### src/hight_pkg.sv
// ----------------------------------------------------------------------------
// hight_pkg
// Shared types, constants and byte functions for the HIGHT block cipher unit.
// ----------------------------------------------------------------------------
package hight_pkg;

  localparam int ROUNDS  = 32;
  localparam int SUBKEYS = 4 * ROUNDS;

  // Configuration register indexes.
  typedef enum logic [0:0] {
    REG_KEY_LOW  = 1'b0,
    REG_KEY_HIGH = 1'b1
  } reg_index_t;

  // Control that travels down the pipeline beside each block.
  typedef struct packed {
    logic valid;
    logic dec;
  } stage_ctl_t;

  // Fixed delta constants of the key schedule.
  localparam logic [7:0] DELTA [SUBKEYS] = '{
    8'h5a, 8'h6d, 8'h36, 8'h1b, 8'h0d, 8'h06, 8'h03, 8'h41,
    8'h60, 8'h30, 8'h18, 8'h4c, 8'h66, 8'h33, 8'h59, 8'h2c,
    8'h56, 8'h2b, 8'h15, 8'h4a, 8'h65, 8'h72, 8'h39, 8'h1c,
    8'h4e, 8'h67, 8'h73, 8'h79, 8'h3c, 8'h5e, 8'h6f, 8'h37,
    8'h5b, 8'h2d, 8'h16, 8'h0b, 8'h05, 8'h42, 8'h21, 8'h50,
    8'h28, 8'h54, 8'h2a, 8'h55, 8'h6a, 8'h75, 8'h7a, 8'h7d,
    8'h3e, 8'h5f, 8'h2f, 8'h17, 8'h4b, 8'h25, 8'h52, 8'h29,
    8'h14, 8'h0a, 8'h45, 8'h62, 8'h31, 8'h58, 8'h6c, 8'h76,
    8'h3b, 8'h1d, 8'h0e, 8'h47, 8'h63, 8'h71, 8'h78, 8'h7c,
    8'h7e, 8'h7f, 8'h3f, 8'h1f, 8'h0f, 8'h07, 8'h43, 8'h61,
    8'h70, 8'h38, 8'h5c, 8'h6e, 8'h77, 8'h7b, 8'h3d, 8'h1e,
    8'h4f, 8'h27, 8'h53, 8'h69, 8'h34, 8'h1a, 8'h4d, 8'h26,
    8'h13, 8'h49, 8'h24, 8'h12, 8'h09, 8'h04, 8'h02, 8'h01,
    8'h40, 8'h20, 8'h10, 8'h08, 8'h44, 8'h22, 8'h11, 8'h48,
    8'h64, 8'h32, 8'h19, 8'h0c, 8'h46, 8'h23, 8'h51, 8'h68,
    8'h74, 8'h3a, 8'h5d, 8'h2e, 8'h57, 8'h6b, 8'h35, 8'h5a
  };

  // Master key byte that feeds subkey n.
  function automatic logic [3:0] mk_index(input logic [6:0] n);
    logic [2:0] low;
    low = n[2:0] - n[6:4];
    return {n[3], low};
  endfunction

  function automatic logic [7:0] fn0(input logic [7:0] x);
    return {x[6:0], x[7]} ^ {x[5:0], x[7:6]} ^ {x[0], x[7:1]};
  endfunction

  function automatic logic [7:0] fn1(input logic [7:0] x);
    return {x[4:0], x[7:5]} ^ {x[3:0], x[7:4]} ^ {x[1:0], x[7:2]};
  endfunction

endpackage

### src/hight_whiten.sv
// ----------------------------------------------------------------------------
// hight_whiten
// Registered whitening stage: add the key bytes on encryption, subtract them
// on decryption, xor on the odd key bytes.
// ----------------------------------------------------------------------------
module hight_whiten import hight_pkg::*; (
  input  logic        clk,
  input  logic        rst,
  input  stage_ctl_t  ctl_in,
  input  logic [63:0] blk_in,
  input  logic [31:0] wk_enc,
  input  logic [31:0] wk_dec,
  output stage_ctl_t  ctl_out,
  output logic [63:0] blk_out
);

  logic [31:0] wk;
  logic [63:0] blk_next;

  always_comb begin
    wk       = ctl_in.dec ? wk_dec : wk_enc;
    blk_next = blk_in;
    if (ctl_in.dec) begin
      blk_next[7:0]   = blk_in[7:0]   - wk[7:0];
      blk_next[39:32] = blk_in[39:32] - wk[23:16];
    end else begin
      blk_next[7:0]   = blk_in[7:0]   + wk[7:0];
      blk_next[39:32] = blk_in[39:32] + wk[23:16];
    end
    blk_next[23:16] = blk_in[23:16] ^ wk[15:8];
    blk_next[55:48] = blk_in[55:48] ^ wk[31:24];
  end

  always_ff @(posedge clk) begin
    if (rst) begin
      ctl_out.valid <= 1'b0;
    end else begin
      ctl_out.valid <= ctl_in.valid;
    end
    ctl_out.dec <= ctl_in.dec;
    blk_out     <= blk_next;
  end

endmodule

### config.mk
export PLATFORM = sky130hd
export DESIGN_NAME = hight_whiten
export DESIGN_NICKNAME = d
export VERILOG_FILES = /design/src/hight_pkg.sv /design/src/hight_whiten.sv
export SDC_FILE = /design/constraint.sdc
export NUM_CORES = 1
export LEC_CHECK = 0
export BUFFER_PORTS_ARGS = -buffer_cell sky130_fd_sc_hd__buf_2
export CORE_ASPECT_RATIO = 1.2
export CORE_UTILIZATION = 36
export CTS_BUF_LIST = sky130_fd_sc_hd__clkbuf_16
export DETAILED_ROUTE_END_ITERATION = 16
export PLACE_DENSITY = 0.81
export SLEW_MARGIN = 20
export SYNTH_ARGS = -nofsm -noshare
export SYNTH_HDL_FRONTEND = slang
export SYNTH_SLANG_ARGS = --single-unit
### constraint.sdc
create_clock -name clk -period 3.35 [get_ports clk]
set_clock_uncertainty 0.15 [all_clocks]
set_input_delay 0.67 -clock clk [delete_from_list [all_inputs] [get_ports clk]]
set_output_delay 0.67 -clock clk [all_outputs]
set_load 0.005 [all_outputs]
# Word-level counts from Yosys, hierarchy flattened
# Cells that the tools add are included.
# totals
regBits,66
in_bits,132
out_inout_bits,66
elab_cells,12
# op_classes
addsub,4
muxes,3
bitwise,2
# op_table
operator,n
two-way mux 32 bit,1
adder 8 bit,2
two-way mux 8 bit,2
subtractor 8 bit,2
bitwise XOR 8 bit,2

# Longest topological paths before layout
# logic_depth
word_depth,3
depth_mapped,16
depth_no_buf,12

# Worst setup path before layout
# OpenSTA, ideal clock, no wires.
# synth_timing
path_type,input port to flip-flop
from,input port ctl_in[0] in the netlist's numbering
to,register blk_out[7]
setup_ns,0.121
arrival_time_ns,3.208
required_time_ns,3.079
setup_slack_ns,-0.129
stages,14
n_path_buf,4
cell_sequence,buf_6 -> buf_2 -> buf_2 -> buf_2 -> mux2i_1 -> ha_1 -> o211ai_1 -> nor2_1 -> xnor2_1 -> mux2i_1 -> ha_1 -> a2111o_1 -> o22ai_1 -> xnor2_1
# synth_between
elab_chain_cells,3
word_cells_on_any_way,4
cone_classes,2 x add/sub; 2 x mux
# synth_rtl
item,line,source
from (decl),hight_whiten.sv:9,"input stage_ctl_t ctl_in,"
two-way mux 32 bit,hight_whiten.sv:21,wk = ctl_in.dec ? wk_dec : wk_enc;
adder 8 bit / subtractor 8 bit (equally long branches),"hight_whiten.sv:27, hight_whiten.sv:24",
two-way mux 8 bit (*),hight_whiten.sv:23,if (ctl_in.dec) begin
via blk_next[7],hight_whiten.sv:18,logic [63:0] blk_next;
to (signal assigned),hight_whiten.sv:41,blk_out <= blk_next;
to (decl),hight_whiten.sv:14,output logic [63:0] blk_out
# Mark *: on every way through the listed nets, which the timed path passes. The rest lies on a longest branch.
# A chain may end at the register's enable or synchronous reset.

# Worst setup path in the final report
# Ends and elaborated chain as after synthesis.

==> results.cfg <==
[final_layout]
antennaDiodeCount = 0
nNetsFinal = 598
layout-drive-gt1-share_pct = 49.01
areaGrowthSynthToFinish_pct = 51.67

[global_routing]
antenna_found_initial = 0
grt_pass1_wl_mm = 10.38
grt_pass1_vias = 2368
grt_max_degree = 18
grt_usage_pct = 17.23
overflow = 0

[die]
start_util_pct = 37.15
ios = 198
core_sq_um = 7274
die_w_um = 81.10
dieArea_sq_um = 7859
num_rows = 34
die_h_um = 96.92

[synth]
async_flop_share_pct = 0
synth_fp_nets = 392
ys_seq_area_share_pct = 48.89
ys_top_cells_by_count = dfxtp_1, xnor2_1, mux2i_1
synthTopCellsByArea = dfxtp_1, xnor2_1, mux2i_1
ys_types = 37
synth_top_area_share_pct = 48.89
synth_top_cell_by_area = dfxtp_1
ys.warnings.count = 0
synth-seq-cells = 66
synth_edf_count = 0
syn_area_sq_um = 2703
syn_avg_cell_area_sq_um = 11.17
synth_ff_type = dfxtp_1
synth_most_common_cell = dfxtp_1
syn-instance-count = 242

[routing]
post_drt_via_cell_ratio = 4.580
drcViolationCount = 0
drtAntennaViolNets = 0
num_vias = 2487
wl_per_cell_um = 12.45
wl_mm = 6.762
dr.pass1.iters = 4
drtIter0Drc = 27

[sta]
slew_viol_final = 0
fin_crit_ps = 2961
max_freq_ghz = 0.3377
final.period_utilization_pct = 88.39
layout_setup_ws_ps = 389.0
tns_ps = 0
grt_setup_unrepaired = false
relSlewSlack_pct = 72.93
hold_viol = 0
setup_viol = 0
fin_hold_ws_ps = 297.0
worst_slew_pin_slew_ps = 402.7

[status]
outcome = finished, final reports clean

[placement]
port_buffers = 197
gp_congestion = 0.8522
place_worst_setup_slack_ps = 96.39
hpwlAfterDp_mm = 5.624

[clock_tree]
cts_root_buffer = clkbuf_16
cts_buffers = 9
cts.sinks = 66
htreeDepth = 3
post_cts_buffers = 0
ctsResizeCount = 0
cts_tree = built
path_clk_slew_ps = 60
hold_buffers = 0
clk_path_buf_depth = 2

[power]
p_per_area_nw_per_um2 = 554.8
vdd_drop_max_mv = 0.4473
p_leak_nw = 2.103

[worst_setup_path]
crit_fanout = 17
max_stage_delay_ps = 420
path_common_cell = xnor2_1
critical_path_class = input port to flop
crit_slowest_cell = a2111o_1
endpoint_kind = flop
critPathLaunchType = input port
critical_path_arrival_ps = 3020
path_cells = buf_2, buf_4, nor3b_1, o211ai_1, nor2_1, xnor2_1, mux2i_1, ha_1, a2111o_1, o22ai_1, xnor2_1
cp.required_ps = 3410

[worst_hold_path]
hold_class = input port to flop

[run]
cap_violations = 0
-- power breakdown --
group	leakage (nW)	internal, mW	total [mW]	switching, mW
logic	1.40	0.237	0.438	0.201
registers	0.557	0.886	0.907	0.0212
clock network	0.146	0.580	0.929	0.349
total	2.10	1.70	2.27	0.571
-- worst max-delay path: cells and delay by family --
kind | cells | cell delay, ps
buf+inv | 2 | 470
mux | 1 | 90
xor+xnor | 2 | 220
simple gates | 2 | 490
fa+ha+maj | 1 | 330
compound gates | 3 | 740
-- flip-flops by register name, indices dropped and copies added (netlist names) --
| name | count |
|---|---|
| blk_out | 64 |
| ctl_out | 2 |
-- cell type report --
class,instances,area (sq um)
well taps,90,112.6
repair buffers,201,1016
fillers,648,3176
inverters,12,45.04
clock inverters,7,77.57
multi-input cells,158,1301
flip-flops and latches,66,1321
clock buffers,9,225.2
-- layout by cell type (no fill, tap or decap), types with 2 or more instances in the layout --
cell type  count
clkinv_4       3
xor2_1         7
nor2b_1        3
o21a_1         4
a21o_1         2
o21bai_1       2
a21oi_1       16
nor3_1         6
buf_2        197
mux2i_1       26
buf_4          4
xnor2_1       30
inv_1         12
ha_1          16
clkbuf_16      9
nor2_1        14
dfxtp_1       66
o21ai_0        5
fa_1           2
nor4_2         2
nand2_1        5
o31a_1         2
-- per-layer routing --
| metal | GRT usage, % | routed length (um) |
|---|---|---|
| met5 | 0 | 0 |
| met4 | 8.379 | 110 |
| met3 | 5.283 | 622 |
| met2 | 30.45 | 3472 |
| met1 | 17.85 | 2557 |
-- kinds of logic after synthesis --
| family | Yosys count | share of synthesized area [%] |
|---|---|---|
| buf+inv | 18 | 2.963 |
| compound gates | 40 | 9.815 |
| flops | 66 | 48.89 |
| fa+ha+maj | 18 | 8.889 |
| xor+xnor | 37 | 11.99 |
| simple gates | 37 | 7.825 |
| mux | 26 | 9.630 |
-- path summary, 6_finish.rpt --
path                  depth (start not counted)        from           to
worst max-delay path                         11   ctl_in[0]   blk_out[7]
worst min-delay path                          1  blk_in[62]  blk_out[62]
-- stage by stage --
step	instances	power (mW)	util, %	area [sq um]
after floorplan	242	1.146	-	2708
after global placement	527	1.352	52.18	3796
after detailed placement	527	1.365	52.18	3796
after CTS	543	2.306	56.35	4099
after global routing	543	2.387	56.35	4099
final	543	2.274	56.35	4099
Power figures use the tool's default switching activity.
