## src/hight_pkg.sv

```systemverilog
// ----------------------------------------------------------------------------
// hight_pkg
// Shared types, constants and byte functions for the HIGHT block cipher unit.
// ----------------------------------------------------------------------------
package hight_pkg;

  localparam int ROUNDS  = 32;
  localparam int SUBKEYS = 4 * ROUNDS;

  // Configuration register indexes.
  typedef enum logic [0:0] {
    REG_KEY_LOW  = 1'b0,
    REG_KEY_HIGH = 1'b1
  } reg_index_t;

  // Control that travels down the pipeline beside each block.
  typedef struct packed {
    logic valid;
    logic dec;
  } stage_ctl_t;

  // Fixed delta constants of the key schedule.
  localparam logic [7:0] DELTA [SUBKEYS] = '{
    8'h5a, 8'h6d, 8'h36, 8'h1b, 8'h0d, 8'h06, 8'h03, 8'h41,
    8'h60, 8'h30, 8'h18, 8'h4c, 8'h66, 8'h33, 8'h59, 8'h2c,
    8'h56, 8'h2b, 8'h15, 8'h4a, 8'h65, 8'h72, 8'h39, 8'h1c,
    8'h4e, 8'h67, 8'h73, 8'h79, 8'h3c, 8'h5e, 8'h6f, 8'h37,
    8'h5b, 8'h2d, 8'h16, 8'h0b, 8'h05, 8'h42, 8'h21, 8'h50,
    8'h28, 8'h54, 8'h2a, 8'h55, 8'h6a, 8'h75, 8'h7a, 8'h7d,
    8'h3e, 8'h5f, 8'h2f, 8'h17, 8'h4b, 8'h25, 8'h52, 8'h29,
    8'h14, 8'h0a, 8'h45, 8'h62, 8'h31, 8'h58, 8'h6c, 8'h76,
    8'h3b, 8'h1d, 8'h0e, 8'h47, 8'h63, 8'h71, 8'h78, 8'h7c,
    8'h7e, 8'h7f, 8'h3f, 8'h1f, 8'h0f, 8'h07, 8'h43, 8'h61,
    8'h70, 8'h38, 8'h5c, 8'h6e, 8'h77, 8'h7b, 8'h3d, 8'h1e,
    8'h4f, 8'h27, 8'h53, 8'h69, 8'h34, 8'h1a, 8'h4d, 8'h26,
    8'h13, 8'h49, 8'h24, 8'h12, 8'h09, 8'h04, 8'h02, 8'h01,
    8'h40, 8'h20, 8'h10, 8'h08, 8'h44, 8'h22, 8'h11, 8'h48,
    8'h64, 8'h32, 8'h19, 8'h0c, 8'h46, 8'h23, 8'h51, 8'h68,
    8'h74, 8'h3a, 8'h5d, 8'h2e, 8'h57, 8'h6b, 8'h35, 8'h5a
  };

  // Master key byte that feeds subkey n.
  function automatic logic [3:0] mk_index(input logic [6:0] n);
    logic [2:0] low;
    low = n[2:0] - n[6:4];
    return {n[3], low};
  endfunction

  function automatic logic [7:0] fn0(input logic [7:0] x);
    return {x[6:0], x[7]} ^ {x[5:0], x[7:6]} ^ {x[0], x[7:1]};
  endfunction

  function automatic logic [7:0] fn1(input logic [7:0] x);
    return {x[4:0], x[7:5]} ^ {x[3:0], x[7:4]} ^ {x[1:0], x[7:2]};
  endfunction

endpackage

```

## src/hight_key_sched.sv

```systemverilog
// ----------------------------------------------------------------------------
// hight_key_sched
// Derives the round subkeys from the master key, four bytes per round.
// ----------------------------------------------------------------------------
module hight_key_sched import hight_pkg::*; (
  input  logic [127:0]                  key,
  output logic [ROUNDS-1:0][31:0]       round_keys
);

  // Every subkey is one master key byte plus its delta constant.
  always_comb begin
    for (int n = 0; n < SUBKEYS; n++) begin
      round_keys[n / 4][8 * (n % 4) +: 8] = key[8 * mk_index(7'(n)) +: 8] + DELTA[n];
    end
  end

endmodule

```

## config.mk

```make
export PLATFORM = sky130hd
export DESIGN_NAME = hight_key_sched
export DESIGN_NICKNAME = d
export VERILOG_FILES = /design/src/hight_pkg.sv /design/src/hight_key_sched.sv
export SDC_FILE = /design/constraint.sdc
export NUM_CORES = 1
export LEC_CHECK = 0
export BUFFER_PORTS_ARGS = -buffer_cell sky130_fd_sc_hd__buf_2
export CAP_MARGIN = 15
export CORE_AREA = 4 4 446 448
export DETAILED_ROUTE_END_ITERATION = 10
export DIE_AREA = 0 0 450 452
export PLACE_DENSITY_LB_ADDON = 0.08
export SLEW_MARGIN = 20
export SYNTH_ARGS = -nofsm -noshare
export SYNTH_HDL_FRONTEND = slang
export SYNTH_SLANG_ARGS = --single-unit
```

## constraint.sdc

```tcl
create_clock -name vclk -period 2.5
set_input_delay 0 -clock vclk [all_inputs]
set_output_delay 0 -clock vclk [all_outputs]
set_load 0.03 [all_outputs]
```

Word level (Yosys, flattened, before mapping)
Index checks and enable logic that the tools add are counted.
- register bits: 0
- input bits: 128
- word-level logic and storage cells: 128
- output and inout port bits: 1024
- add/sub/neg operators: 128
- operator list (cell ; number):
    adder 8 x 7 -> 8 bit, second input constant ; 65
    adder 8 x 6 -> 8 bit, second input constant ; 32
    adder 8 x 5 -> 8 bit, second input constant ; 16
    adder 8 x 4 -> 8 bit, second input constant ; 8
    adder 8 x 3 -> 8 bit, second input constant ; 4
    adder 8 x 2 -> 8 bit, second input constant ; 2
    adder 8 x 1 -> 8 bit, second input constant ; 1

Depth between registers and ports, before layout
Gate-level depths: netlist of run 1.
- depth after elaboration: 1
- depth in mapped cells: 8
- gate-level depth less buffers: 5

Worst setup path after synthesis of run 1
No wires, ideal clock.
- kind: in2out
- start point: input key[58]
- end point: output round_keys[675] (netlist name)
- data arrival time: 2.121 ns
- data required time: 2.500 ns
- stages on the path: 8
- path buffers: 3
- slack: 0.379 ns
- path through: clkbuf_1 inv_1 ha_1 nand2b_1 clkbuf_1 xnor2_1 inv_1 buf_4
- RTL lines (what ; RTL line ; RTL):
    start: declaration ; hight_key_sched.sv:6 ; input logic [127:0] key,
    end: declaration ; hight_key_sched.sv:7 ; output logic [ROUNDS-1:0][31:0] round_keys

==> summary.md, run 1 <==
| Metric | Value |
|---|---|
| RSZ-0062 raised after global routing | `false` |
| Leakage power figure | `0.00967 uW` |
| Period Utilization, post-route | `74.2%` |
| Seq. cell area | `0 um^2` |
| Fmax | `between 500 and 600 MHz` |
| Post-DP HPWL | `between 80 and 90 mm` |
| Yosys top cell by area | `xnor2_1` |
| Detailed Route WL | `approximately 93 mm` |
| CP startpoint | `key[97]` |
| WP data required | `2.50 ns` |
| DR DRC count | `0` |
| Initial DRC Count | `approximately 400` |
| VDD IR max | `0.120 mV` |
| Core Region | `around 190000 um^2` |
| Yosys warnings | `0` |
| Seq Cell Count | `0` |
| Initial antenna violation count | `9` |
| RD Place Congestion | `0.771` |
| Hold Crit Class | `in2out` |
| Mean routed wirelength per cell | `about 18 um` |
| Register area share after synthesis | `0%` |
| Synthesized Nets | `around 2300` |
| Largest net degree at the start of global routing | `27` |
| End of the critical path | `round_keys[719]` |
| WS Path Type | `in2out` |
| Type of origin of the critical path | `input pin` |
| Unique masters post-synth | `59` |
| Yosys top cell area share | `23.1%` |
| Post-route ant nets | `0` |
| Cts repair resizes | `0` |
| Synth Cell Area | `14000 um^2` |
| Number of placement rows | `~160` |
| Slew margin rel. | `54.1%` |
| Vias in the first global route | `15721` |
| Placed cell areas | `between 20000 and 25000 um^2` |
| Top cells by area, synth | `xnor2_1 23%, buf_4 17%, ha_1 16%` |
| Setup_tns | `0 ns` |
| Routed vias/inst | `approximately 2.9` |
| Nets | `between 3000 and 4000` |
| Final Instance Area | `between 20000 and 25000 um^2` |
| # Max-Cap Violations | `0` |
| Starting Density | `a little over 7%` |
| Pwr/cell area | `~370 nW/um^2` |
| Final Critical Period | `roughly 1.9 ns` |
| Slew of the pin with the lowest slew margin | `0.689 ns` |
| Die Wd | `around 450 um` |
| Final setup fails | `0` |
| Area delta synth->final | `45.2%` |
| Hold-fix buffers at CTS | `0` |
| I/O Buffers | `roughly 1200` |
| Hold Fails Final Rpt | `0` |
| Outcome | `completed` |
| # clk buffers | `0` |
| Syn Area/Cell | `slightly above 7 um^2` |
| I/O pin count | `1152` |
| Worst EP arrival | `around 1.9 ns` |
| Ratio of cells with drive above 1 in the final layout | `44.5%` |
| Routed vias | `between 15000 and 20000` |
| Fill cells | `23026` |
| DIE HEIGHT | `roughly 450 um` |
| Synth cell count leaders | `370 x xnor2_1, 309 x buf_4, 183 x ha_1, 175 x inv_1, 160 x xor2_1` |
| Synthesized instance count | `between 1500 and 2000` |
| Detailed Routing Iterations Pass 1 | `5` |
| Final max-slew violation count | `0` |
| Die area | `roughly 200000 um^2` |
| Total grt overflow | `0` |
| Worst setup EP type | `output port` |
| First-pass GRT wire length | `between 100 and 150 mm` |
| Count leader, synth | `xnor2_1` |
| CP max FO | `9` |
| GRT Total Usage | `between 8 and 9%` |
| Post-CTS setup buffers | `0` |
cell type report:
| class | count | area, um^2 | share of cell area, % |
|---|---|---|---|
| Multi-Input combinational cell | 1342 | 10400 | 51.4 |
| Timing Repair Buffer | 1181 | 5980 | 29.4 |
| Tap cell | 2542 | 3180 | 15.6 |
| Inverter | 186 | 698 | 3.44 |
| Antenna cell | 6 | 15.0 | 0.0739 |
logic make-up after synthesis:
kind of cell               Yosys count  share of synthesized area (%)
adders and majority gates          183                           16.4
xor gates and xnor gates           530                           33.2
buffers and inverters              621                           25.4
AOI/OAI and AO/OA                  297                           13.5
and+or+nand+nor                    332                           11.6
layer usage:
layer / share of wire [%] / track usage (%) / vias to the layer above
li1: - / - / 7411
met1: 37 / 8.99 / 7250
met2: 56 / 17.5 / 592
met3: 5.7 / 1.61 / 26
met4: 1.2 / 0.898 / 2
met5: 0.014 / 0 / -
worst min-delay path by stage:
stage          cells past startpoint     start         endpoint
2_1_floorplan                      1   key[40]  round_keys[176]
3_3_place_gp                       2   key[57]  round_keys[809]
3_5_place_dp                       2  key[113]  round_keys[321]
4_1_cts                            2  key[113]  round_keys[321]
5_1_grt                            2    key[1]  round_keys[953]
6_report                           2    key[1]  round_keys[953]
worst max-delay path, stage by stage:
cell	delay, ns
buf_2	0.18
inv_1	0.17
ha_1	0.31
a21boi_0	0.20
or4b_2	0.67
nand3_1	0.11
buf_2	0.20
report_power, final:
group	internal, uW	total, uW	switching (uW)	leakage [uW]
registers	0	0	0	0
clock network	0.000252	0.000252	0	0.0000000380
logic	1920	7600	5680	0.00967
stage by stage:
step                util (%)  power (uW)  setup slack, ns  hold WS [ns]  std cells
CTS                     10.4        7810            0.510         0.343       5251
global placement        10.4        7910            0.484         0.347       5251
floorplan                  -        5500            0.379         0.117       1963
global route            10.4        8080            0.488         0.350       5254
finish                  10.4        7600            0.645         0.332       5257
detailed placement      10.4        7790            0.523         0.342       5251
cell usage in the layout (no fill, tap or decap), drive strengths merged, types with 18 or more instances in the layout:
cell type	count
o21ai	58
nand2	109
nor2b	21
a21oi	95
inv	177
nor2	63
xnor2	370
ha	183
a31oi	24
nand3	33
buf	1181
xor2	160
a211oi	18
a21o	22
nor3	22
Note: power is estimated with default switching activity, not from simulation.
==> run 2: changes to the inputs <==
--- a/config.mk
+++ b/config.mk
@@ -7,9 +7,9 @@
 export LEC_CHECK = 0
 export BUFFER_PORTS_ARGS = -buffer_cell sky130_fd_sc_hd__buf_2
 export CAP_MARGIN = 15
-export CORE_AREA = 4 4 446 448
+export CORE_AREA = 4 4 451 453
 export DETAILED_ROUTE_END_ITERATION = 10
-export DIE_AREA = 0 0 450 452
+export DIE_AREA = 0 0 455 457
 export PLACE_DENSITY_LB_ADDON = 0.08
 export SLEW_MARGIN = 20
 export SYNTH_ARGS = -nofsm -noshare
==> constraint.sdc (replaced) <==
create_clock -name vclk -period 1.7
set_input_delay 0 -clock vclk [all_inputs]
set_output_delay 0 -clock vclk [all_outputs]
set_load 0.03 [all_outputs]
==> summary.md, run 2 (synthesized netlist as in run 1, its figures left out) <==
| Metric | Value |
|---|---|
| Commonest non-fill, non-tap cell in the layout | `buf_2` |
| Total grt overflow | `0 (unchanged)` |
| DIE HEIGHT | `457 um (+1.1%)` |
| Die area | `208000 um^2 (+2.2%)` |
| VDD IR max | `0.215 mV (+79%)` |
| WP buf/inv | `3 (unchanged)` |
| Ratio of cells with drive above 1 in the final layout | `49.5% (+5.0 points)` |
| Delay-heaviest family, CP | `simple AND/OR/NAND/NOR gates` |
| Core Region | `199000 um^2 (+2.4%)` |
| Nets | `3240 (+7.2%)` |
| Largest net degree at the start of global routing | `23 (-15%)` |
| RSZ-0062 raised after global routing | `false` |
| Final max-slew violation count | `0 (unchanged)` |
| Leakage power figure | `0.0109 uW (+13%)` |
| Final Critical Period | `around 1.6 ns` |
| Starting Density | `7.03% (-0.17 points)` |
| Routed vias | `16170 (+5.8%)` |
| Post-DP HPWL | `99.2 mm (+22%)` |
| Fill cells | `23545 (+2.3%)` |
| I/O pin count | `1152 (unchanged)` |
| Detailed Route WL | `110 mm (+17%)` |
| Final Power | `12100 uW (+59%)` |
| Seq Cell Count | `0 (unchanged)` |
| # clk buffers | `0 (unchanged)` |
| Number of placement rows | `164 (+1.2%)` |
| Type of origin of the critical path | `input pin` |
| Slew of the pin with the lowest slew margin | `0.523 ns (-0.166 ns)` |
| Initial DRC Count | `423 (+6.0%)` |
| CP max FO | `4 (-5)` |
| Fin cells | `5584 (+6.2%)` |
| GRT Total Usage | `9.77% (+1.3 points)` |
| Area delta synth->final | `60.5%` |
| Worst EP arrival | `1.59 ns (-0.27 ns)` |
| Hold_ws | `0.312 ns (-0.0199 ns)` |
| First-pass GRT wire length | `146 mm (+14%)` |
| RD Place Congestion | `0.748 (-3.0%)` |
| Final setup fails | `0 (unchanged)` |
| Die Wd | `455 um (+1.1%)` |
| Hold Fails Final Rpt | `0 (unchanged)` |
| WS Path Type | `in2out` |
| I/O Buffers | `1152 (unchanged)` |
| Crit-path cells | `buf_2, inv_1, ha_1, or3b_2, a21oi_1, xnor2_1, buf_2` |
| Detailed Routing Iterations Pass 1 | `4 (-1)` |
| Pwr/cell area | `537 nW/um^2 (+44%)` |
| Mean routed wirelength per cell | `19.6 um (+10%)` |
| Worst setup EP type | `output port` |
| Hold-fix buffers at CTS | `0 (unchanged)` |
| WP data required | `1.70 ns (-0.80 ns)` |
| CP max stage cell | `or3b_2` |
| Vias in the first global route | `16646 (+5.9%)` |
| Commonest cells after routing, fill and taps aside | `1141 x buf_2, 356 x xnor2_1, 245 x buf_4` |
| Post-CTS setup buffers | `0 (unchanged)` |
| Slew margin rel. | `65.1% (+11 points)` |
| Dpl ws | `-0.406 ns (-0.928 ns)` |
| Hold Crit Class | `in2out` |
| Post-route ant nets | `0 (unchanged)` |
| Most frequent CP cell | `buf_2` |
| Routed vias/inst | `2.90 (-0.38%)` |
| Worst setup margin | `0.115 ns (-0.530 ns)` |
| Fmax | `between 600 and 700 MHz` |
| Max incr delay on CP | `0.55 ns (-0.12 ns)` |
| Outcome | `completed` |
| Initial antenna violation count | `12 (+3)` |
| Cells after DPL | `5583 (+6.3%)` |
| # Max-Cap Violations | `0 (unchanged)` |
| Period Utilization, post-route | `93.3%` |
| Seq. cell area | `0 um^2 (unchanged)` |
| DR DRC count | `0 (unchanged)` |
[run 2: changes by cell type in the layout (fill, tap and decap cells not counted), sizes merged]
cell    previous run  this run
buf             1181      1397
clkbuf             0         2
diode              6         1
[run 2: path summary, 6_finish.rpt]
kind               to  depth (start not counted)  startpoint  slack (ns)
min   round_keys[953]                          2      key[1]        0.31
max   round_keys[239]                          7     key[98]        0.11
[run 2: per-layer routing]
| layer | up-vias | GRT usage [%] | wire [um] |
|---|---|---|---|
| li1 | 7864 | - | - |
| met1 | 7692 | 10.8 | 41500 |
| met2 | 588 | 20.1 | 61300 |
| met3 | 24 | 1.55 | 6230 |
| met4 | 2 | 0.287 | 472 |
| met5 | - | 0 | 13 |
[run 2: repair_timing]
| action | CTS | global route |
|---|---|---|
| pin swaps | 0 | 0 |
| setup endpoints to repair | 4 | 7 |
| gates resized for setup | 8 | 9 |
| cloned | 0 | 0 |
| endpoints found under the hold margin | 0 | 0 |
[run 2: cell type report]
class	instances	area, um^2	share of cell area [%]
tap	2656	3320	14.8
multi-input combinational	1342	10700	47.4
timing repair buffer	1399	7780	34.6
antenna	1	2.50	0.0111
inverter	186	699	3.11
[run 2: per-stage QoR]
stage | instance area (um^2) | util (%) | setup TNS, ns
after CTS | 22400 | 11.3 | 0
after floorplan | 14100 | - | -0.204
after detailed placement | 22400 | 11.2 | -0.885
after global routing | 22500 | 11.3 | 0
after global placement | 22400 | 11.2 | -0.865
final | 22500 | 11.3 | 0
[run 2: where the power goes]
| part | internal [uW] | total, uW | leakage (uW) | switching, uW |
|---|---|---|---|---|
| combinational | 3300 | 12100 | 0.0109 | 8770 |
| clock | 0.000157 | 0.000157 | 0.00000000634 | 0 |
| sequential | 0 | 0 | 0 | 0 |
