File: config.mk
export PLATFORM = sky130hd
export DESIGN_NAME = hight_round
export DESIGN_NICKNAME = d
export VERILOG_FILES = /design/src/hight_pkg.sv /design/src/hight_round.sv
export SDC_FILE = /design/constraint.sdc
export NUM_CORES = 1
export LEC_CHECK = 0
export BUFFER_PORTS_ARGS = -buffer_cell sky130_fd_sc_hd__buf_2
export CORE_MARGIN = 2
export CORE_UTILIZATION = 45
export DETAILED_ROUTE_END_ITERATION = 16
export PLACE_DENSITY = 0.72
export SYNTH_ARGS = -nofsm -noshare
export SYNTH_HDL_FRONTEND = slang
export SYNTH_SLANG_ARGS = --single-unit
File: constraint.sdc
create_clock -name clk -period 8.85 [get_ports clk]
set_input_delay 0.4425 -clock clk [delete_from_list [all_inputs] [get_ports clk]]
set_output_delay 0.4425 -clock clk [all_outputs]
set_load 0.01 [all_outputs]
File: src/hight_pkg.sv
// ----------------------------------------------------------------------------
// hight_pkg
// Shared types, constants and byte functions for the HIGHT block cipher unit.
// ----------------------------------------------------------------------------
package hight_pkg;

  localparam int ROUNDS  = 32;
  localparam int SUBKEYS = 4 * ROUNDS;

  // Configuration register indexes.
  typedef enum logic [0:0] {
    REG_KEY_LOW  = 1'b0,
    REG_KEY_HIGH = 1'b1
  } reg_index_t;

  // Control that travels down the pipeline beside each block.
  typedef struct packed {
    logic valid;
    logic dec;
  } stage_ctl_t;

  // Fixed delta constants of the key schedule.
  localparam logic [7:0] DELTA [SUBKEYS] = '{
    8'h5a, 8'h6d, 8'h36, 8'h1b, 8'h0d, 8'h06, 8'h03, 8'h41,
    8'h60, 8'h30, 8'h18, 8'h4c, 8'h66, 8'h33, 8'h59, 8'h2c,
    8'h56, 8'h2b, 8'h15, 8'h4a, 8'h65, 8'h72, 8'h39, 8'h1c,
    8'h4e, 8'h67, 8'h73, 8'h79, 8'h3c, 8'h5e, 8'h6f, 8'h37,
    8'h5b, 8'h2d, 8'h16, 8'h0b, 8'h05, 8'h42, 8'h21, 8'h50,
    8'h28, 8'h54, 8'h2a, 8'h55, 8'h6a, 8'h75, 8'h7a, 8'h7d,
    8'h3e, 8'h5f, 8'h2f, 8'h17, 8'h4b, 8'h25, 8'h52, 8'h29,
    8'h14, 8'h0a, 8'h45, 8'h62, 8'h31, 8'h58, 8'h6c, 8'h76,
    8'h3b, 8'h1d, 8'h0e, 8'h47, 8'h63, 8'h71, 8'h78, 8'h7c,
    8'h7e, 8'h7f, 8'h3f, 8'h1f, 8'h0f, 8'h07, 8'h43, 8'h61,
    8'h70, 8'h38, 8'h5c, 8'h6e, 8'h77, 8'h7b, 8'h3d, 8'h1e,
    8'h4f, 8'h27, 8'h53, 8'h69, 8'h34, 8'h1a, 8'h4d, 8'h26,
    8'h13, 8'h49, 8'h24, 8'h12, 8'h09, 8'h04, 8'h02, 8'h01,
    8'h40, 8'h20, 8'h10, 8'h08, 8'h44, 8'h22, 8'h11, 8'h48,
    8'h64, 8'h32, 8'h19, 8'h0c, 8'h46, 8'h23, 8'h51, 8'h68,
    8'h74, 8'h3a, 8'h5d, 8'h2e, 8'h57, 8'h6b, 8'h35, 8'h5a
  };

  // Master key byte that feeds subkey n.
  function automatic logic [3:0] mk_index(input logic [6:0] n);
    logic [2:0] low;
    low = n[2:0] - n[6:4];
    return {n[3], low};
  endfunction

  function automatic logic [7:0] fn0(input logic [7:0] x);
    return {x[6:0], x[7]} ^ {x[5:0], x[7:6]} ^ {x[0], x[7:1]};
  endfunction

  function automatic logic [7:0] fn1(input logic [7:0] x);
    return {x[4:0], x[7:5]} ^ {x[3:0], x[7:4]} ^ {x[1:0], x[7:2]};
  endfunction

endpackage

File: src/hight_round.sv
// ----------------------------------------------------------------------------
// hight_round
// One registered round of the cipher, serving both directions. Encryption
// runs the round then, if rot_enc, rotates left by one byte; decryption
// first rotates right by one byte if rot_dec, then runs the inverse round.
// ----------------------------------------------------------------------------
module hight_round import hight_pkg::*; (
  input  logic        clk,
  input  logic        rst,
  input  stage_ctl_t  ctl_in,
  input  logic [63:0] blk_in,
  input  logic [31:0] key_enc,
  input  logic [31:0] key_dec,
  input  logic        rot_enc,
  input  logic        rot_dec,
  output stage_ctl_t  ctl_out,
  output logic [63:0] blk_out
);

  logic [63:0] a;
  logic [63:0] b;
  logic [31:0] k;
  logic [7:0]  t1;
  logic [7:0]  t5;
  logic [63:0] blk_next;

  always_comb begin
    a = (ctl_in.dec && rot_dec) ? {blk_in[7:0], blk_in[63:8]} : blk_in;
    k = ctl_in.dec ? key_dec : key_enc;
    t1 = fn1(a[7:0])   ^ k[7:0];
    t5 = fn1(a[39:32]) ^ k[23:16];
    b = a;
    b[15:8]  = ctl_in.dec ? (a[15:8] - t1)  : (a[15:8] + t1);
    b[47:40] = ctl_in.dec ? (a[47:40] - t5) : (a[47:40] + t5);
    b[31:24] = a[31:24] ^ (fn0(a[23:16]) + k[15:8]);
    b[63:56] = a[63:56] ^ (fn0(a[55:48]) + k[31:24]);
    blk_next = (!ctl_in.dec && rot_enc) ? {b[55:0], b[63:56]} : b;
  end

  always_ff @(posedge clk) begin
    if (rst) begin
      ctl_out.valid <= 1'b0;
    end else begin
      ctl_out.valid <= ctl_in.valid;
    end
    ctl_out.dec <= ctl_in.dec;
    blk_out     <= blk_next;
  end

endmodule

**Word-level counts from Yosys, hierarchy flattened**

Cells that the tools add are included.

- Register bits after elaboration: 66
- Logic and storage cells: 29

- Add/sub/neg operators: 6
- Multiplexer cells: 5
- Bitwise gates (word level): 12
- Reduce and logical (&&, ||, !) cells: 3

Operator list:

| operator | number |
|---|---|
| $mux 64 | 2 |
| $xor 8x8->8 | 12 |
| $add 8x8->8 | 4 |
| $mux 32 | 1 |
| $mux 8 | 2 |
| $sub 8x8->8 | 2 |
| $logic_and 1x1->1 | 2 |
| $logic_not 1->1 | 1 |

**Longest topological paths before layout**

Gate-level depths: netlist of the first run.

- Depth after elaboration: 8
- Depth in mapped cells: 20
- Mapped depth without buffers: 17

**Worst setup path before layout of the first run**

Ideal clock, no wire load.

- Path type: input-to-reg
- From: input ctl_in[0] (netlist name)
- To: register blk_out[15]
- Library setup time: 0.095 ns
- Arrival time: 3.983 ns
- Setup slack: 4.771 ns
- Stages: 19
- Cells stage by stage: buf_2 nand2_2 buf_4 buf_4 buf_4 buf_1 clkbuf_1 buf_2 nand2_1 nand2_1 ha_1 nor2b_1 o21ai_0 a21boi_0 o21ai_0 a21oi_1 or3b_1 and3_1 a221oi_1

- Word-level cells in the longest chain between the ends: 8
- Elaborated cells between the ends (all ways): 12

Ends and longest elaborated chain:

| item | line | text |
|---|---|---|
| from (decl) | hight_round.sv:10 | `input stage_ctl_t ctl_in,` |
| $logic_and 1x1->1 | hight_round.sv:28 | `a = (ctl_in.dec && rot_dec) ? {blk_in[7:0], blk_in[63:8]} : blk_in;` |
| $mux 64 | hight_round.sv:28 |  |
| $xor 8x8->8 (2 in a row) | hight_pkg.sv:54 | `return {x[4:0], x[7:5]} ^ {x[3:0], x[7:4]} ^ {x[1:0], x[7:2]};` |
| $xor 8x8->8 | hight_round.sv:30 | `t1 = fn1(a[7:0]) ^ k[7:0];` |
| $add 8x8->8 or $sub 8x8->8 (tied branches) | hight_round.sv:33 | `b[15:8] = ctl_in.dec ? (a[15:8] - t1) : (a[15:8] + t1);` |
| $mux 8 | hight_round.sv:33 |  |
| $mux 64 * | hight_round.sv:37 | `blk_next = (!ctl_in.dec && rot_enc) ? {b[55:0], b[63:56]} : b;` |
| net blk_next[15] | hight_round.sv:25 | `logic [63:0] blk_next;` |
| to (signal assigned) | hight_round.sv:47 | `blk_out <= blk_next;` |
| to (decl) | hight_round.sv:17 | `output logic [63:0] blk_out` |

The timed path passes the listed nets; every way through them passes the cells marked *.
A chain may end at the register's enable or synchronous reset.

**Worst setup path after layout of the first run**

- From: input rot_dec
- To: register blk_out[55]

- Word-level cells in the longest chain between the ends: 8
- Elaborated cells between the ends (all ways): 9

Ends and longest elaborated chain:

| item | line | text |
|---|---|---|
| from (decl) | hight_round.sv:15 | `input logic rot_dec,` |
| $logic_and 1x1->1 * | hight_round.sv:28 |  |
| $mux 64 * | hight_round.sv:28 |  |
| $xor 8x8->8 (2 in a row) | hight_pkg.sv:54 |  |
| $xor 8x8->8 | hight_round.sv:31 | `t5 = fn1(a[39:32]) ^ k[23:16];` |
| $add 8x8->8 or $sub 8x8->8 (tied branches) | hight_round.sv:34 | `b[47:40] = ctl_in.dec ? (a[47:40] - t5) : (a[47:40] + t5);` |
| $mux 8 | hight_round.sv:34 |  |
| $mux 64 * | hight_round.sv:37 |  |
| net blk_next[55] | hight_round.sv:25 |  |

Marks and branches as above.

==> metrics.txt, run 1 <==
# TYPE chip_impl_metric gauge
chip_impl_metric{name="flow.area_growth_from_synthesis",unit="%"} 20.1
chip_impl_metric{name="power_per_cell_area",unit="mW/mm^2"} 215
chip_impl_info{name="root_buf_cell",value="clkbuf_16"} 1
chip_impl_metric{name="grt_pass1_wl",unit="um"} 31100
chip_impl_metric{name="vias",unit=""} 6187
chip_impl_metric{name="final_cells",unit=""} 1166
chip_impl_info{name="min_from",value="rst"} 1
chip_impl_metric{name="htreeDepth",unit=""} 3
chip_impl_info{name="yosysTopAreaCell",value="dfxtp_1"} 1
chip_impl_metric{name="clk_transition_reported_paths",unit="ps"} 60
chip_impl_metric{name="final.period_utilization",unit=""} 0.501
chip_impl_info{name="rsz_0062_raised_after_global_routing",value="false"} 1
chip_impl_info{name="critical_path.startpoint",value="rot_dec"} 1
chip_impl_metric{name="setup_ws",unit="ps"} 4410
chip_impl_metric{name="final-hold-violation-count",unit=""} 0
chip_impl_info{name="worst_hold_path_type",value="input port to register"} 1
chip_impl_metric{name="max-vdd-ir-drop",unit="uV"} 102
chip_impl_metric{name="gp_routability_congestion",unit=""} 0.895
chip_impl_metric{name="yosys_warnings",unit=""} 0
chip_impl_metric{name="report.final.slew_viol_count",unit=""} 0
chip_impl_metric{name="placedCellCount",unit=""} 1150
chip_impl_metric{name="cts_buffers",unit=""} 9
chip_impl_metric{name="period_minus_slack",unit="ps"} 4440
chip_impl_info{name="dominantRegCellSynth",value="dfxtp_1"} 1
chip_impl_metric{name="detail_route.wl_per_cell",unit="um"} 17.6
chip_impl_metric{name="share_clk_of_total_power",unit=""} 0.245
chip_impl_metric{name="total_routing_resource_utilization_after_global_routing",unit=""} 0.272
chip_impl_metric{name="diodes",unit=""} 0
chip_impl_metric{name="post_synth_arst_share",unit=""} 0
chip_impl_metric{name="post_drt_via_cell_ratio",unit=""} 5.31
chip_impl_metric{name="share_of_cells_above_drive_strength_1",unit=""} 0.247
chip_impl_metric{name="crit_fanout",unit=""} 56
chip_impl_metric{name="detail-route-antenna-nets",unit=""} 0
chip_impl_metric{name="combinationalPowerShare",unit=""} 0.499
chip_impl_metric{name="initial_antenna_violation_count",unit=""} 0
chip_impl_metric{name="buffer_ports.inserted",unit=""} 199
chip_impl_metric{name="power_switching_share",unit=""} 0.381
chip_impl_metric{name="drc_violation_count_after_routing",unit=""} 0
chip_impl_metric{name="cellLeakagePower",unit="nW"} 3.66
chip_impl_metric{name="die_x",unit="um"} 123
chip_impl_info{name="cts_tree",value="done"} 1
chip_impl_info{name="critPathCaptureType",value="register"} 1
chip_impl_metric{name="io-pin-count",unit=""} 200
chip_impl_metric{name="synth_cells",unit=""} 842
chip_impl_metric{name="achievable-frequency",unit="MHz"} 225
chip_impl_metric{name="report.final.setup_viol",unit=""} 0
chip_impl_metric{name="yosysTopAreaCellShare",unit=""} 0.207
chip_impl_metric{name="intPower",unit="mW"} 1.02
chip_impl_info{name="synth.cells.most_frequent",value="nand2_1 (137), xnor2_1 (123), nor2_1 (79)"} 1
chip_impl_metric{name="slew_headroom",unit=""} 0.437
chip_impl_metric{name="syn-num-nets",unit=""} 1007
chip_impl_metric{name="worst-slew-pin-transition",unit="ps"} 821
chip_impl_metric{name="effective_utilization_at_floorplan",unit=""} 0.460
chip_impl_metric{name="wl",unit="um"} 20500
chip_impl_metric{name="die_height",unit="um"} 123
chip_impl_info{name="run_status",value="completed"} 1
chip_impl_metric{name="cts_max_path_buffers",unit=""} 2
chip_impl_metric{name="synth_cell_types",unit=""} 48
chip_impl_metric{name="final_util",unit=""} 0.552
chip_impl_metric{name="clkSinkCount",unit=""} 66
chip_impl_metric{name="worstPathRequired",unit="ps"} 9100
chip_impl_metric{name="rows",unit=""} 43
chip_impl_metric{name="post_synth_instance_area",unit="sq mm"} 0.00639
chip_impl_info{name="worstSetupPathType",value="input port to register"} 1
chip_impl_metric{name="drt_pre_antenna_iters",unit=""} 7
chip_impl_metric{name="postSynthRegisterBits",unit=""} 66
chip_impl_metric{name="grt_max_degree",unit=""} 72
chip_impl_metric{name="arrival_time_at_the_worst_endpoint",unit="ps"} 4690
chip_impl_metric{name="switchingPower",unit="mW"} 0.629
chip_impl_metric{name="dpl_worst_slack",unit="ps"} 4190
chip_impl_info{name="timing.critical_path.from_type",value="input port"} 1
chip_impl_metric{name="postCtsSetupBuffers",unit=""} 0
chip_impl_metric{name="core_region_area",unit="sq mm"} 0.0139
chip_impl_metric{name="synth_enable_flop_cells",unit=""} 0
chip_impl_metric{name="first_global_vias",unit=""} 5720
chip_impl_metric{name="drv_cap",unit=""} 0
chip_impl_info{name="netlist_top_cells_area",value="dfxtp_1 (21%), xnor2_1 (17%), nand2_1 (8.1%), mux2i_1 (7.7%), xor2_1 (7.3%)"} 1
chip_impl_metric{name="pwr-share-seq",unit=""} 0.255
chip_impl_metric{name="count_of_cells_resized_by_post_cts_repair",unit=""} 0
chip_impl_metric{name="drt_iter0_markers",unit=""} 476
chip_impl_metric{name="avgSynthCellArea",unit="sq um"} 7.58
chip_impl_metric{name="final_nets",unit=""} 1146
chip_impl_metric{name="die_outline_area",unit="sq mm"} 0.0152
chip_impl_info{name="synth.most_common_cell",value="nand2_1"} 1
chip_impl_metric{name="ys_seq_area_frac",unit=""} 0.207
chip_impl_metric{name="cts.hold.buffers_added",unit=""} 0
chip_impl_metric{name="grt-ovfl-total",unit=""} 0
chip_impl_metric{name="dpl.hpwl",unit="um"} 16000
chip_impl_metric{name="finalSetupTns",unit="ps"} 0
[metrics by stage]
stage / power, mW / hold slack, ps / cell area [sq um]
3_5_place_dp: 1.24 / 603 / 7330
4_1_cts: 1.65 / 246 / 7670
6_report: 1.65 / 255 / 7670
3_3_place_gp: 1.24 / 597 / 7330
2_1_floorplan: 0.991 / 470 / 6390
5_1_grt: 1.76 / 267 / 7670
[placed cells by master, fill, tap and decap left out, types with 12 or more instances in the layout]
cell / netlist / layout
buf_2: 8 / 199
nand2_1: 137 / 136
xnor2_1: 123 / 123
nor2_1: 79 / 79
dfxtp_1: 66 / 66
a21oi_1: 65 / 65
xor2_1: 53 / 53
mux2i_1: 49 / 49
o21ai_0: 30 / 30
ha_1: 27 / 27
a31oi_1: 16 / 16
mux2_2: 15 / 15
inv_1: 13 / 13
a21o_1: 12 / 12
and3_1: 12 / 12
[final cells by class]
cell class / instances / area [sq um]
fillers: 1366 / 6210
multi-input cells: 687 / 4700
flip-flops and latches: 66 / 1320
repair buffers: 204 / 1030
clock buffers: 12 / 267
well taps: 180 / 225
clock inverters: 4 / 72.6
inverters: 13 / 48.8
[cell families (layout without fill, tap and decap cells)]
logic type      after synthesis  in the layout  share of synthesized area
mux                          66             66                      0.110
compound gates              160            160                      0.151
buf+inv                      89            233                     0.0580
xor+xnor                    176            176                      0.241
simple gates                254            254                      0.167
flops                        66             66                      0.207
fa+ha+maj                    31             31                     0.0654
[power by group through the flow]
stage | Combinational, mW | Clock, mW | Sequential, mW
2_1_floorplan | 0.515 | 0 | 0.475
3_3_place_gp | 0.809 | 0 | 0.428
3_5_place_dp | 0.815 | 0 | 0.427
4_1_cts | 0.821 | 0.408 | 0.421
5_1_grt | 0.909 | 0.422 | 0.427
6_report | 0.824 | 0.405 | 0.421
[worst max-delay path, stage by stage]
cell,delay [ps]
buf_2,270
nand2_2,360
buf_4,630
mux2i_4,480
xnor2_1,140
xnor2_1,310
and3_1,240
nor3_1,60
o31ai_1,330
xnor2_1,110
ha_1,350
a21oi_1,190
o21a_1,140
a31oi_1,40
or3_1,350
a31oi_1,220
[routing by layer]
layer / global-route usage / vias to the layer above / share of wire
met4: 0.0845 / 0 / 0.019
met3: 0.0494 / 30 / 0.091
met5: 0 / - / 0
li1: - / 3074 / -
met1: 0.385 / 2794 / 0.45
met2: 0.419 / 289 / 0.44
[state kept, by name, summed over array words and instances, names as in the netlist]
name and cells:
ctl_out 2, blk_out 64
[worst paths after layout]
path / endpoint / slack (ps) / cells past startpoint
min: ctl_out[1] / 260 / 2
max: blk_out[55] / 4410 / 16
(Power assumes the default switching activity.)
==> inputs of run 2 (changes only) <==
--- a/config.mk
+++ b/config.mk
@@ -5,11 +5,12 @@
 export SDC_FILE = /design/constraint.sdc
 export NUM_CORES = 1
 export LEC_CHECK = 0
+export ABC_AREA = 1
 export BUFFER_PORTS_ARGS = -buffer_cell sky130_fd_sc_hd__buf_2
 export CORE_MARGIN = 2
 export CORE_UTILIZATION = 45
 export DETAILED_ROUTE_END_ITERATION = 16
-export PLACE_DENSITY = 0.72
+export PLACE_DENSITY = 0.75
 export SYNTH_ARGS = -nofsm -noshare
 export SYNTH_HDL_FRONTEND = slang
 export SYNTH_SLANG_ARGS = --single-unit
==> constraint.sdc (replaced) <==
create_clock -name clk -period 4.04 [get_ports clk]
set_input_delay 0.202 -clock clk [delete_from_list [all_inputs] [get_ports clk]]
set_output_delay 0.202 -clock clk [all_outputs]
set_load 0.01 [all_outputs]
==> metrics.txt, run 2 <==
# TYPE chip_impl_metric gauge
chip_impl_info{name="run_status",value="completed"} 1
chip_impl_metric{name="register_area",unit="sq mm"} 0.00132
chip_impl_metric{name="cellLeakagePower",unit="nW"} 4.18
chip_impl_metric{name="grt_max_degree",unit=""} 65
chip_impl_metric{name="grt_pass1_wl",unit="um"} 30400
chip_impl_info{name="worstSetupPathType",value="input port to register"} 1
chip_impl_metric{name="drv_cap",unit=""} 0
chip_impl_metric{name="core_region_area",unit="sq mm"} 0.0131
chip_impl_metric{name="htreeDepth",unit=""} 3
chip_impl_info{name="netlist_top_cells_area",value="nand2_1 (24%), dfxtp_1 (22%), xor2_1 (8.5%), o21ai_0 (8.2%), inv_1 (6.5%)"} 1
chip_impl_info{name="synth.most_common_cell",value="nand2_1"} 1
chip_impl_metric{name="drc_violation_count_after_routing",unit=""} 0
chip_impl_metric{name="detail-route-antenna-nets",unit=""} 0
chip_impl_metric{name="die_x",unit="um"} 119
chip_impl_metric{name="finalSetupTns",unit="ps"} 0
chip_impl_metric{name="post_drt_via_cell_ratio",unit=""} 4.97
chip_impl_metric{name="critPathMaxStageDelay",unit="ps"} 340
chip_impl_metric{name="post_synth_arst_share",unit=""} 0
chip_impl_metric{name="report.final.slew_viol_count",unit=""} 0
chip_impl_metric{name="syn-num-nets",unit=""} 1130
chip_impl_metric{name="total_routing_resource_utilization_after_global_routing",unit=""} 0.277
chip_impl_metric{name="worstPathRequired",unit="ps"} 4270
chip_impl_metric{name="final_nets",unit=""} 1308
chip_impl_metric{name="synth_enable_flop_cells",unit=""} 0
chip_impl_info{name="critical_path.endpoint",value="blk_out[23]"} 1
chip_impl_metric{name="period_minus_slack",unit="ps"} 3180
chip_impl_metric{name="max-vdd-ir-drop",unit="uV"} 212
chip_impl_metric{name="gp_routability_congestion",unit=""} 0.967
chip_impl_info{name="rsz_0062_raised_after_global_routing",value="false"} 1
chip_impl_metric{name="slew_headroom",unit=""} 0.384
chip_impl_metric{name="arrival_time_at_the_worst_endpoint",unit="ps"} 3400
chip_impl_metric{name="cts.hold.buffers_added",unit=""} 0
chip_impl_metric{name="share_of_cells_above_drive_strength_1",unit=""} 0.212
chip_impl_metric{name="avgSynthCellArea",unit="sq um"} 6.18
chip_impl_metric{name="final.hold.worst_slack",unit="ps"} 18.7
chip_impl_info{name="layout_commonest_cell",value="nand2_1"} 1
chip_impl_info{name="worst_hold_path_type",value="input port to register"} 1
chip_impl_info{name="timing.critical_path.from_type",value="input port"} 1
chip_impl_info{name="commonest_non_fill_non_tap_cells_in_the_layout",value="nand2_1 (375), buf_2 (199), inv_1 (103), o21ai_0 (98), dfxtp_1 (66)"} 1
chip_impl_metric{name="wl",unit="um"} 19700
chip_impl_info{name="root_buf_cell",value="clkbuf_16"} 1
chip_impl_metric{name="dpl.hpwl",unit="um"} 16100
chip_impl_metric{name="flow.area_growth_from_synthesis",unit="%"} 24.0
chip_impl_metric{name="achievable-frequency",unit="MHz"} 315
chip_impl_metric{name="grt-ovfl-total",unit=""} 0
chip_impl_metric{name="power_per_cell_area",unit="mW/mm^2"} 485
chip_impl_info{name="dominantRegCellSynth",value="dfxtp_1"} 1
chip_impl_metric{name="postSynthRegisterBits",unit=""} 66
chip_impl_metric{name="post_synth_instance_area",unit="sq mm"} 0.00597
chip_impl_metric{name="postCtsSetupBuffers",unit=""} 0
chip_impl_metric{name="drt_pre_antenna_iters",unit=""} 5
chip_impl_metric{name="clkSinkCount",unit=""} 66
chip_impl_metric{name="worst-slew-pin-transition",unit="ps"} 922
chip_impl_metric{name="report.final.setup_viol",unit=""} 0
chip_impl_info{name="cts_tree",value="done"} 1
chip_impl_metric{name="cts_buffers",unit=""} 9
chip_impl_metric{name="ys_seq_area_frac",unit=""} 0.221
chip_impl_info{name="register_with_the_most_flip_flops",value="blk_out"} 1
chip_impl_metric{name="effective_utilization_at_floorplan",unit=""} 0.456
chip_impl_info{name="yosysTopAreaCell",value="nand2_1"} 1
chip_impl_metric{name="synth_cell_types",unit=""} 36
chip_impl_metric{name="io-pin-count",unit=""} 200
chip_impl_metric{name="crit_fanout",unit=""} 30
chip_impl_metric{name="synth_cells",unit=""} 965
chip_impl_metric{name="largest_reg_flops",unit=""} 64
chip_impl_metric{name="rows",unit=""} 42
chip_impl_info{name="critPathMostFrequentCell",value="nand2_1"} 1
chip_impl_metric{name="timing.hold.worst_path_depth",unit=""} 2
chip_impl_metric{name="detail_route.wl_per_cell",unit="um"} 14.9
chip_impl_metric{name="die_height",unit="um"} 119
chip_impl_metric{name="yosysTopAreaCellShare",unit=""} 0.236
chip_impl_metric{name="buffer_ports.inserted",unit=""} 199
chip_impl_metric{name="yosys_warnings",unit=""} 0
chip_impl_metric{name="multiInputGateArea",unit="sq mm"} 0.00404
chip_impl_info{name="largest_registers",value="blk_out x64, ctl_out x2"} 1
chip_impl_metric{name="clk_transition_reported_paths",unit="ps"} 60
chip_impl_info{name="synth.cells.most_frequent",value="nand2_1 (375), inv_1 (103), o21ai_0 (98)"} 1
chip_impl_info{name="critPathCaptureType",value="register"} 1
chip_impl_metric{name="vias",unit=""} 6585
chip_impl_metric{name="initial_antenna_violation_count",unit=""} 3
chip_impl_info{name="critPathSlowestCell",value="inv_1"} 1
chip_impl_metric{name="p_total",unit="mW"} 3.59
chip_impl_metric{name="drt_iter0_markers",unit=""} 460
chip_impl_metric{name="first_global_vias",unit=""} 5955
chip_impl_metric{name="cts_max_path_buffers",unit=""} 2
chip_impl_metric{name="number_of_fill_cells",unit=""} 1318
chip_impl_metric{name="final.period_utilization",unit=""} 0.786
chip_impl_info{name="cell_chain_of_the_critical_path",value="buf_2 -> buf_4 -> inv_1 -> nand2_1 -> nand2_1 -> xnor2_1 -> nand2_1 -> nand2_1 -> nand2_1 -> nor2_2 -> a21oi_1 -> xor2_1 -> ha_1 -> a21oi_1 -> o31ai_1 -> a21oi_1 -> inv_1 -> nand2_1 -> nand2_1 -> nand3b_1 -> nand3_1 -> nand2_1"} 1
chip_impl_metric{name="final-hold-violation-count",unit=""} 0
chip_impl_metric{name="count_of_cells_resized_by_post_cts_repair",unit=""} 0
chip_impl_metric{name="die_outline_area",unit="sq mm"} 0.0142
chip_impl_info{name="critical_path.startpoint",value="ctl_in[0]"} 1
==> run 2: cell types whose count changed in the layout (fill, tap and decap cells not counted), moves of 59 or more <==
cell	change
xnor2_1	-84
inv_1	+90
o21ai_0	+68
nand2_1	+239
nor2_1	-59
==> run 2: layout make-up <==
cell class              count  share of cell area
flip-flops and latches     66               0.179
inverters                 104              0.0528
repair buffers            207               0.146
clock buffers              12              0.0360
clock inverters             4             0.00981
diodes                      2            0.000676
well taps                 176              0.0298
multi-input cells         755               0.546
==> run 2: worst min path at each step <==
stage / start / endpoint / slack, ps
finish: rst / ctl_out[1] / 20
floorplan: ctl_in[0] / ctl_out[0] / 230
CTS: rst / ctl_out[1] / 10
global route: rst / ctl_out[1] / 30
detailed placement: rst / ctl_out[1] / 360
global placement: rst / ctl_out[1] / 360
==> run 2: stage by stage <==
stage	area, sq um	worst slack [ps]	util	std cells
floorplan	5970	1140	-	965
global placement	7050	620	0.539	1308
detailed placement	7050	562	0.539	1308
CTS	7390	910	0.565	1324
global route	7390	535	0.565	1324
finish	7400	864	0.565	1326
==> run 2: critical path: cells and delay by family <==
family | cells | cell delay [ps]
adders and majority gates | 1 | 330
buffers and inverters | 4 | 850
AOI/OAI and AO/OA | 4 | 600
xor gates and xnor gates | 2 | 370
and+or+nand+nor | 11 | 1050
==> run 2: power by group <==
group,switching (mW),leakage [nW],internal (mW),total [mW]
Sequential,0.0539,0.557,0.866,0.920
Clock,0.286,0.165,0.589,0.876
Combinational,1.09,3.46,0.701,1.79
==> run 2: cell families after synthesis <==
logic type      synth area share
xor+xnor                   0.142
simple gates               0.309
flops                      0.221
mux                      0.00671
fa+ha+maj                 0.0701
buf+inv                    0.101
compound gates             0.149
==> run 2: routing by layer <==
metal | track usage | routed length [um] | share of wire | vias up
li1 | - | - | - | 3389
met3 | 0.0517 | 1790 | 0.091 | 29
met1 | 0.380 | 8960 | 0.46 | 2866
met4 | 0.0759 | 418 | 0.021 | 0
met2 | 0.444 | 8520 | 0.43 | 301
met5 | 0 | 0 | 0 | -
